==> config.mk <==
export PLATFORM = sky130hd
export DESIGN_NAME = capacitive_touch_dimmer
export DESIGN_NICKNAME = d
export VERILOG_FILES = /design/src/sv/ctd_pkg.sv /design/src/sv/capacitive_touch_dimmer.sv /design/src/sv/ctd_serial_div.sv /design/src/sv/ctd_hold.sv
export SDC_FILE = /design/constraint.sdc
export NUM_CORES = 1
export LEC_CHECK = 0
export BUFFER_PORTS_ARGS = -buffer_cell sky130_fd_sc_hd__buf_4
export CAP_MARGIN = 25
export CORE_ASPECT_RATIO = 2
export CORE_UTILIZATION = 50
export CTS_CLUSTER_DIAMETER = 200
export DETAILED_ROUTE_END_ITERATION = 10
export GPL_TIMING_DRIVEN = 0
export PLACE_DENSITY = 0.67
export SETUP_SLACK_MARGIN = 0.15
export SYNTH_ARGS = -nofsm -noshare
export SYNTH_HDL_FRONTEND = slang
export SYNTH_SLANG_ARGS = --single-unit
==> constraint.sdc <==
create_clock -name clock -period 15.9 [get_ports clock]
set_input_delay 1.59 -clock clock [delete_from_list [all_inputs] [get_ports clock]]
set_output_delay 1.59 -clock clock [all_outputs]
set_load 0.1 [all_outputs]
==> src/sv/ctd_pkg.sv <==
// ----------------------------------------------------------------------------
// Capacitive touch dimmer package
// Shared widths, constants, codes and control structs of the dimmer.
// ----------------------------------------------------------------------------
package ctd_pkg;

   // Default width of the charge time fields
   localparam int TIME_BITS_DEF = 8;

   // Fixed field widths
   localparam int RATIO_BITS     = 12;
   localparam int LEVEL_BITS     = 8;
   localparam int PCT_BITS       = 7;
   localparam int CSR_DATA_BITS  = 8;
   localparam int CSR_INDEX_BITS = 1;
   localparam int HOLD_MOD_BITS  = 3;

   // Arithmetic constants
   localparam int RATIO_MAX         = 4095;
   localparam int RATIO_ZERO_SENSOR = 2550;
   localparam int PCT_BASE          = 100;
   localparam int DETECT_PCT_RST    = 25;
   localparam int HOLD_STEP         = 5;

   // Item commands
   localparam logic CMD_CALIBRATE = 1'b0;
   localparam logic CMD_SENSE     = 1'b1;

   // Configuration register indexes
   localparam logic [CSR_INDEX_BITS-1:0] CSR_DETECT_PERCENT = 1'b0;
   localparam logic [CSR_INDEX_BITS-1:0] CSR_STARTUP_LEVEL  = 1'b1;

   // Request from the sequencer to the hold machine
   typedef struct packed {
      logic                  step;
      logic                  sense;
      logic                  touched;
      logic                  load;
      logic [LEVEL_BITS-1:0] load_level;
   } hold_req_type;

   // Levels the hold machine will show once the current item is committed
   typedef struct packed {
      logic [LEVEL_BITS-1:0] lamp_level;
      logic                  save_pulse;
      logic [LEVEL_BITS-1:0] stored_level;
   } hold_view_type;

endpackage

==> src/sv/capacitive_touch_dimmer.sv <==
// ----------------------------------------------------------------------------
// Capacitive touch dimmer
// Calibrates a charge ratio, judges touches and drives a hold-to-dim lamp.
//
//   Channel  Direction  Handshake              Payload
//   req      in         req_valid / req_stall  cmd, ref_time, sensor_time
//   rsp      out        rsp_valid / rsp_stall  touched, lamp_level,
//                                              save_pulse, stored_level
//   csr      in         csr_valid / csr_ready  csr_index, csr_wdata
//
// An item passes from acceptance through the serial divider, the register of
// its done flag, the threshold compare state and the commit state into the
// result register. The next item can be taken in the same cycle as the
// result appears.
// The divider works one quotient bit per cycle.
// Reset is synchronous; it clears the ratio, the hold machine and the
// saved level, and loads detect_percent with 25.
// A result waiting under rsp_stall does not block the next item; a second
// finished result waits in the commit state until the output is free.
// ----------------------------------------------------------------------------
module capacitive_touch_dimmer
   import ctd_pkg::*;
#(
   parameter int TIME_BITS = TIME_BITS_DEF
) (
   input  logic                      clock,
   input  logic                      reset,
   // input items
   input  logic                      req_valid,
   output logic                      req_stall,
   input  logic                      req_cmd,
   input  logic [TIME_BITS-1:0]      req_ref_time,
   input  logic [TIME_BITS-1:0]      req_sensor_time,
   // result items
   output logic                      rsp_valid,
   input  logic                      rsp_stall,
   output logic                      rsp_touched,
   output logic [LEVEL_BITS-1:0]     rsp_lamp_level,
   output logic                      rsp_save_pulse,
   output logic [LEVEL_BITS-1:0]     rsp_stored_level,
   // configuration writes
   input  logic                      csr_valid,
   output logic                      csr_ready,
   input  logic [CSR_INDEX_BITS-1:0] csr_index,
   input  logic [CSR_DATA_BITS-1:0]  csr_wdata
);

   localparam int DVD_W  = TIME_BITS + 4;
   localparam int DVS_W  = (TIME_BITS > RATIO_BITS) ? TIME_BITS : RATIO_BITS;
   localparam int PROD_W = DVD_W + PCT_BITS + 1;

   typedef enum logic [1:0] {
      ST_IDLE,
      ST_DIV,
      ST_CMP,
      ST_COMMIT
   } state_type;

   state_type                state_ff, state_in;
   logic                     cmd_ff, cmd_in;
   logic [TIME_BITS-1:0]     sens_ff, sens_in;
   logic [RATIO_BITS-1:0]    ratio_ff, ratio_in;
   logic                     touched_ff, touched_in;
   logic [PCT_BITS-1:0]      pct_ff, pct_in;
   logic                     rsp_valid_ff, rsp_valid_in;
   logic                     rsp_touched_ff, rsp_touched_in;
   logic [LEVEL_BITS-1:0]    rsp_lamp_ff, rsp_lamp_in;
   logic                     rsp_save_ff, rsp_save_in;
   logic [LEVEL_BITS-1:0]    rsp_stored_ff, rsp_stored_in;

   logic                     accept;
   logic                     out_free;
   logic                     commit;
   logic                     csr_write;
   logic [DVD_W-1:0]         ref_x10;
   logic [RATIO_BITS-1:0]    ratio_eff;
   logic [DVS_W-1:0]         div_divisor;
   logic                     div_done;
   logic [DVD_W-1:0]         div_quo;
   logic [PCT_BITS:0]        pct_sum;
   logic [PROD_W-1:0]        thr_scaled;
   logic [PROD_W-1:0]        sens_scaled;
   hold_req_type             hold_req;
   hold_view_type            hold_view;

   // Handshakes
   assign accept    = req_valid && !req_stall;
   assign req_stall = (state_ff != ST_IDLE);
   assign out_free  = !rsp_valid_ff || !rsp_stall;
   assign commit    = (state_ff == ST_COMMIT) && out_free;
   assign csr_ready = 1'b1;
   assign csr_write = csr_valid && csr_ready;

   // Divider operands: ref*10 over the sensor time or over the ratio
   assign ref_x10     = (DVD_W'(req_ref_time) << 3) + (DVD_W'(req_ref_time) << 1);
   assign ratio_eff   = (ratio_ff == '0) ? RATIO_BITS'(1) : ratio_ff;
   assign div_divisor = (req_cmd == CMD_CALIBRATE) ? DVS_W'(req_sensor_time)
                                                   : DVS_W'(ratio_eff);

   ctd_serial_div #(
      .DVD_W (DVD_W),
      .DVS_W (DVS_W)
   ) u_div (
      .clock    (clock),
      .reset    (reset),
      .start    (accept),
      .dividend (ref_x10),
      .divisor  (div_divisor),
      .done     (div_done),
      .quotient (div_quo)
   );

   // sens > floor(q*(100+p)/100) holds exactly when q*(100+p) < 100*sens
   assign pct_sum     = (PCT_BITS + 1)'(PCT_BASE) + {1'b0, pct_ff};
   assign thr_scaled  = PROD_W'(div_quo) * PROD_W'(pct_sum);
   assign sens_scaled = PROD_W'(sens_ff) * PROD_W'(PCT_BASE);

   // Hold machine
   assign hold_req.step       = commit;
   assign hold_req.sense      = (cmd_ff == CMD_SENSE);
   assign hold_req.touched    = touched_ff;
   assign hold_req.load       = csr_write && (csr_index == CSR_STARTUP_LEVEL);
   assign hold_req.load_level = csr_wdata[LEVEL_BITS-1:0];

   ctd_hold u_hold (
      .clock (clock),
      .reset (reset),
      .req   (hold_req),
      .view  (hold_view)
   );

   // Sequencer next state
   always_comb begin
      state_in       = state_ff;
      cmd_in         = cmd_ff;
      sens_in        = sens_ff;
      ratio_in       = ratio_ff;
      touched_in     = touched_ff;
      pct_in         = pct_ff;
      rsp_valid_in   = rsp_valid_ff;
      rsp_touched_in = rsp_touched_ff;
      rsp_lamp_in    = rsp_lamp_ff;
      rsp_save_in    = rsp_save_ff;
      rsp_stored_in  = rsp_stored_ff;

      if (csr_write && csr_index == CSR_DETECT_PERCENT) begin
         pct_in = csr_wdata[PCT_BITS-1:0];
      end

      // output register drains independently of the sequencer
      if (rsp_valid_ff && !rsp_stall) begin
         rsp_valid_in = 1'b0;
      end

      unique case (state_ff)
         ST_IDLE: begin
            if (accept) begin
               cmd_in   = req_cmd;
               sens_in  = req_sensor_time;
               state_in = ST_DIV;
            end
         end
         ST_DIV: begin
            if (div_done) begin
               state_in = ST_CMP;
            end
         end
         ST_CMP: begin
            touched_in = (cmd_ff == CMD_SENSE) && (thr_scaled < sens_scaled);
            if (cmd_ff == CMD_CALIBRATE) begin
               if (sens_ff == '0) begin
                  ratio_in = RATIO_BITS'(RATIO_ZERO_SENSOR);
               end else if (div_quo > DVD_W'(RATIO_MAX)) begin
                  ratio_in = RATIO_BITS'(RATIO_MAX);
               end else begin
                  ratio_in = div_quo[RATIO_BITS-1:0];
               end
            end
            state_in = ST_COMMIT;
         end
         ST_COMMIT: begin
            if (out_free) begin
               rsp_valid_in   = 1'b1;
               rsp_touched_in = touched_ff;
               rsp_lamp_in    = hold_view.lamp_level;
               rsp_save_in    = hold_view.save_pulse;
               rsp_stored_in  = hold_view.stored_level;
               state_in       = ST_IDLE;
            end
         end
         default: state_in = ST_IDLE;
      endcase
   end

   always_ff @(posedge clock) begin
      if (reset) begin
         state_ff     <= ST_IDLE;
         ratio_ff     <= '0;
         pct_ff       <= PCT_BITS'(DETECT_PCT_RST);
         rsp_valid_ff <= 1'b0;
      end else begin
         state_ff     <= state_in;
         ratio_ff     <= ratio_in;
         pct_ff       <= pct_in;
         rsp_valid_ff <= rsp_valid_in;
      end
      cmd_ff         <= cmd_in;
      sens_ff        <= sens_in;
      touched_ff     <= touched_in;
      rsp_touched_ff <= rsp_touched_in;
      rsp_lamp_ff    <= rsp_lamp_in;
      rsp_save_ff    <= rsp_save_in;
      rsp_stored_ff  <= rsp_stored_in;
   end

   assign rsp_valid        = rsp_valid_ff;
   assign rsp_touched      = rsp_touched_ff;
   assign rsp_lamp_level   = rsp_lamp_ff;
   assign rsp_save_pulse   = rsp_save_ff;
   assign rsp_stored_level = rsp_stored_ff;

   // Checks
   a_rsp_from_commit: assert property (@(posedge clock) disable iff (reset)
      $rose(rsp_valid) |-> $past(state_ff == ST_COMMIT))
      else $error("result appeared without a commit");

   a_div_done_in_div: assert property (@(posedge clock) disable iff (reset)
      div_done |-> (state_ff == ST_DIV))
      else $error("divider finished outside the divide state");

   a_calibrate_quiet: assert property (@(posedge clock) disable iff (reset)
      (commit && cmd_ff == CMD_CALIBRATE) |=> (!rsp_touched && !rsp_save_pulse))
      else $error("calibrate item reported a touch or a save");

endmodule

==> src/sv/ctd_serial_div.sv <==
// ----------------------------------------------------------------------------
// Serial divider
// Restoring shift-subtract divider, one quotient bit per cycle.
// ----------------------------------------------------------------------------
module ctd_serial_div #(
   parameter int DVD_W = 12,
   parameter int DVS_W = 12
) (
   input  logic             clock,
   input  logic             reset,
   input  logic             start,
   input  logic [DVD_W-1:0] dividend,
   input  logic [DVS_W-1:0] divisor,
   output logic             done,
   output logic [DVD_W-1:0] quotient
);

   localparam int CNT_W = $clog2(DVD_W + 1);

   logic             busy_ff, busy_in;
   logic             done_ff, done_in;
   logic [CNT_W-1:0] cnt_ff, cnt_in;
   logic [DVD_W-1:0] quo_ff, quo_in;
   logic [DVS_W:0]   rem_ff, rem_in;
   logic [DVS_W-1:0] dvs_ff, dvs_in;

   logic [DVS_W:0]   rem_shift;
   logic [DVS_W:0]   rem_diff;
   logic             fits;

   // One trial subtraction per cycle
   assign rem_shift = {rem_ff[DVS_W-1:0], quo_ff[DVD_W-1]};
   assign rem_diff  = rem_shift - {1'b0, dvs_ff};
   assign fits      = (rem_shift >= {1'b0, dvs_ff});

   always_comb begin
      busy_in = busy_ff;
      done_in = 1'b0;
      cnt_in  = cnt_ff;
      quo_in  = quo_ff;
      rem_in  = rem_ff;
      dvs_in  = dvs_ff;
      if (start) begin
         busy_in = 1'b1;
         cnt_in  = CNT_W'(DVD_W);
         quo_in  = dividend;
         rem_in  = '0;
         dvs_in  = divisor;
      end else if (busy_ff) begin
         rem_in = fits ? rem_diff : rem_shift;
         quo_in = {quo_ff[DVD_W-2:0], fits};
         cnt_in = cnt_ff - CNT_W'(1);
         if (cnt_ff == CNT_W'(1)) begin
            busy_in = 1'b0;
            done_in = 1'b1;
         end
      end
   end

   always_ff @(posedge clock) begin
      if (reset) begin
         busy_ff <= 1'b0;
         done_ff <= 1'b0;
         cnt_ff  <= '0;
      end else begin
         busy_ff <= busy_in;
         done_ff <= done_in;
         cnt_ff  <= cnt_in;
      end
      quo_ff <= quo_in;
      rem_ff <= rem_in;
      dvs_ff <= dvs_in;
   end

   assign done     = done_ff;
   assign quotient = quo_ff;

endmodule

==> src/sv/ctd_hold.sv <==
// ----------------------------------------------------------------------------
// Touch-hold machine
// Tracks touch holding, steps the lamp level up, toggles and saves it.
// ----------------------------------------------------------------------------
module ctd_hold
   import ctd_pkg::*;
(
   input  logic          clock,
   input  logic          reset,
   input  hold_req_type  req,
   output hold_view_type view
);

   logic                     holding_ff, holding_in;
   logic [LEVEL_BITS-1:0]    count_ff, count_in;
   logic [HOLD_MOD_BITS-1:0] mod_ff, mod_in;
   logic [LEVEL_BITS-1:0]    level_ff, level_in;
   logic [LEVEL_BITS-1:0]    saved_ff, saved_in;
   logic                     save;

   // Next state for a sense item; calibrate items leave everything alone
   always_comb begin
      holding_in = holding_ff;
      count_in   = count_ff;
      mod_in     = mod_ff;
      level_in   = level_ff;
      saved_in   = saved_ff;
      save       = 1'b0;
      if (req.sense) begin
         if (req.touched) begin
            if (!holding_ff) begin
               holding_in = 1'b1;
               count_in   = '0;
               mod_in     = '0;
            end else begin
               count_in = count_ff + LEVEL_BITS'(1);
               // count modulo five, kept alongside; wrap to zero restarts it
               if (count_in == '0 || mod_ff == HOLD_MOD_BITS'(HOLD_STEP - 1)) begin
                  mod_in = '0;
               end else begin
                  mod_in = mod_ff + HOLD_MOD_BITS'(1);
               end
               if (mod_in == '0) begin
                  level_in = {level_ff[LEVEL_BITS-2:0], 1'b1};
               end
            end
         end else if (holding_ff) begin
            holding_in = 1'b0;
            if (count_ff < LEVEL_BITS'(HOLD_STEP)) begin
               // short tap toggles the lamp
               level_in = (level_ff != '0) ? '0 : saved_ff;
            end else begin
               saved_in = level_ff;
               save     = 1'b1;
            end
         end
      end
   end

   always_ff @(posedge clock) begin
      if (reset) begin
         holding_ff <= 1'b0;
         count_ff   <= '0;
         mod_ff     <= '0;
         level_ff   <= '0;
         saved_ff   <= '0;
      end else begin
         if (req.step) begin
            holding_ff <= holding_in;
            count_ff   <= count_in;
            mod_ff     <= mod_in;
            level_ff   <= level_in;
            saved_ff   <= saved_in;
         end
         if (req.load) begin
            saved_ff <= req.load_level;
         end
      end
   end

   assign view.lamp_level   = level_in;
   assign view.save_pulse   = save;
   assign view.stored_level = saved_in;

endmodule

==> results.yml <==
clocking:
  cts_setup_buffers: 0
  ctsHoldBuffers: 0
  cts_buffers: 17
  cts.sinks: 120
  clockRootBuffer: "clkbuf_16"
  clockBufferDepth: 2
  post_cts_resized: 0
  insertion_delay_ps: 430
  clk_pin_slew_ps: 60
  cts_tree: "done"
  cts_max_level: 4
global_routing:
  grtUsageMet2: 0.516
  grt_pass1_vias: 8476
  use_met3: 0.0393
  grt_use_total: 0.246
  top_usage_layer: "met2"
  globalRouteOverflowTotal: 0
  grt_max_degree: 29
  grt_pass1_wl_um: 40500
  antenna_found_initial: 0
  met1_usage: 0.211
route:
  first_pass_iters: 5
  wl_um: 25200
  routedWlPerCell_um: 16.9
  vias: 8171
  via_per_inst: 5.49
  drtAntennaViolNets: 0
  drtIter0Drc: 284
  drc: 0
setup_path:
  cpMostUsedCell: "fa_1"
  rr_startpoint: "pct_ff[2]"
  r2r-end: "touched_ff"
  critPathLaunchType: "flop"
  slowest_stage: "fa_1"
  max_stage_delay_ps: 550
  worstPathArrival_ps: 7480
  end_kind: "flop"
  cp_max_fo: 10
  worst-setup-path-type: "flop to flop"
  critPathBufInv: 4
  ff2ff_path_depth: 25
  crit_family: "adder cells"
  timing.reg2reg.setup_slack_ps: 8560
  required_ps: 16040
sta:
  finalHoldViolCount: 0
  finalCritPeriodShare: 0.462
  fin_worst_skew_ps: 6.47
  clock.fmax_ghz: 0.136
  finalMaxSlewViolations: 0
  relSlewSlack: 0.355
  worstMarginPinSlew_ps: 962
  setup_tns_ps: 0
  setup_slack_ps: 8560
  rsz0062_at_grt: "false"
  period_minus_slack_ps: 7340
  finalSetupViolations: 0
cells_and_area:
  areaGrowthSynthToFinish_pct: 12.9
  n_antenna_cell: 0
  nNetsFinal: 1418
  drive_gt1_frac: 0.0908
floorplan:
  rows: 74
  die_y_um: 206
  start_util: 0.509
  die_x_um: 104
  dieArea_sq_mm: 0.0213
  core-area_sq_mm: 0.0204
  pin_count: 52
synthesis:
  ys_ff_latch: 120
  yosysSeqAreaShare: 0.282
  synth_nets: 1350
  syn_inst: 1141
  synth_area_sq_mm: 0.0104
  syn_area_per_cell_sq_um: 9.08
  synthDistinctLibCells: 73
  synth.most_common_cell: "inv_1"
  synth_top_area_frac: 0.151
  async_flop_share: 0
  synth_commonest_cells: "inv_1, ha_1, nand2_1"
  synthTopCellsByArea: "edfxtp_1, ha_1, dfxtp_1"
  yosys.area.top_type: "edfxtp_1"
  synth-edff-count: 52
  ys_warn_count: 0
  synth_top_flop_cell: "dfxtp_1"
place:
  post-place-ws_ps: 8600
  numPortBuffers: 49
  gp_congestion: 0.869
  post-dp-hpwl_um: 20400
run:
  cap_viol_max_count: 0
worst_hold_path:
  min_to: "u_div.rem_ff[7]"
  hold_path_class: "flop to flop"
  min_from: "u_div.rem_ff[7]"
  hold_path_depth: 2
outcome:
  status: "finished clean"
## routing by layer
metal	up-vias	wire (um)
met5	-	0
met4	0	1120
met3	65	643
met2	133	14900
met1	3966	8560
li1	4007	-
## area by class of cell
type / count / area, sq um
fill: 1904 / 8680
multi-input combinational: 822 / 6680
sequential: 120 / 2920
inverter: 148 / 556
clock buffer: 19 / 453
timing repair buffer: 49 / 368
tap: 266 / 333
buffer: 51 / 204
clock inverter: 13 / 176
## registers in the layout, indices dropped and copies added, names as in the netlist, 2 cells and up
name	cells
u_hold.saved_ff	8
u_div.rem_ff	12
ratio_ff	12
u_div.quotient	12
u_hold.mod_ff	3
rsp_stored_level	8
pct_ff	7
rsp_lamp_level	8
u_hold.level_ff	8
u_div.cnt_ff	4
u_div.dvs_ff	12
sens_ff	8
u_hold.count_ff	8
state_ff	2
## how the worst max path moves through the flow
stage,start,to,slack [ps],depth (start not counted)
finish,pct_ff[2],touched_ff,8560,25
global route,pct_ff[2],touched_ff,8080,25
CTS,pct_ff[2],touched_ff,8550,25
detailed placement,pct_ff[2],touched_ff,8600,25
global placement,pct_ff[2],touched_ff,8600,25
floorplan,pct_ff[2],touched_ff,9790,25
## layout by cell type (no fill, tap or decap), types with 8 or more instances in the layout
| cell | n |
|---|---|
| inv_1 | 147 |
| ha_1 | 113 |
| nand2_1 | 110 |
| nor2_1 | 68 |
| dfxtp_1 | 68 |
| a21oi_1 | 65 |
| fa_1 | 65 |
| and2_1 | 58 |
| edfxtp_1 | 52 |
| buf_4 | 51 |
| clkbuf_1 | 42 |
| o21ai_0 | 31 |
| xnor2_1 | 26 |
| mux2i_1 | 25 |
| nor2b_1 | 20 |
| nand3_1 | 18 |
| nor3_1 | 18 |
| clkbuf_16 | 17 |
| a21o_1 | 15 |
| o21ai_1 | 13 |
| nand2b_1 | 13 |
| o221a_1 | 13 |
| o21a_1 | 12 |
| a31oi_1 | 11 |
| xor2_1 | 11 |
| nor4_1 | 9 |
| mux2_4 | 8 |
| mux2_2 | 8 |
## worst register-to-register path, stage by stage (launching register included)
cell and delay [ps]:
dfxtp_1 360, ha_1 240, a21oi_1 190, xor2_1 220
clkbuf_1 400, nand2_1 140, fa_1 510, fa_1 550
inv_1 50, fa_1 530, inv_1 50, fa_1 520
inv_1 40, ha_1 340, o211ai_1 110, o21ai_1 140
or3_1 370, a31o_1 230, a21oi_1 190, xnor2_1 200
ha_1 300, a21oi_1 130, o21ai_0 120, a2111oi_0 430
nand3_1 130, nor4_1 550
## per-stage QoR
step	hold slack, ps	instances	utilization	instance area (sq um)
final	475	1488	0.574	11700
after global routing	483	1488	0.574	11700
after CTS	473	1488	0.574	11700
after detailed placement	464	1456	0.543	11100
after global placement	458	1456	0.543	11100
after floorplan	424	1141	-	10400
## kinds of logic after synthesis
group,Yosys count,share of synthesized area
fa+ha+maj,178,0.262
xor+xnor,37,0.0313
simple gates,348,0.168
mux,43,0.0466
compound gates,215,0.136
other cells,1,0.000362
flops,120,0.282
buf+inv,199,0.0732
Power is not shown: default switching activity piles up to over one toggle a cycle in this logic, so the estimate is an artifact.
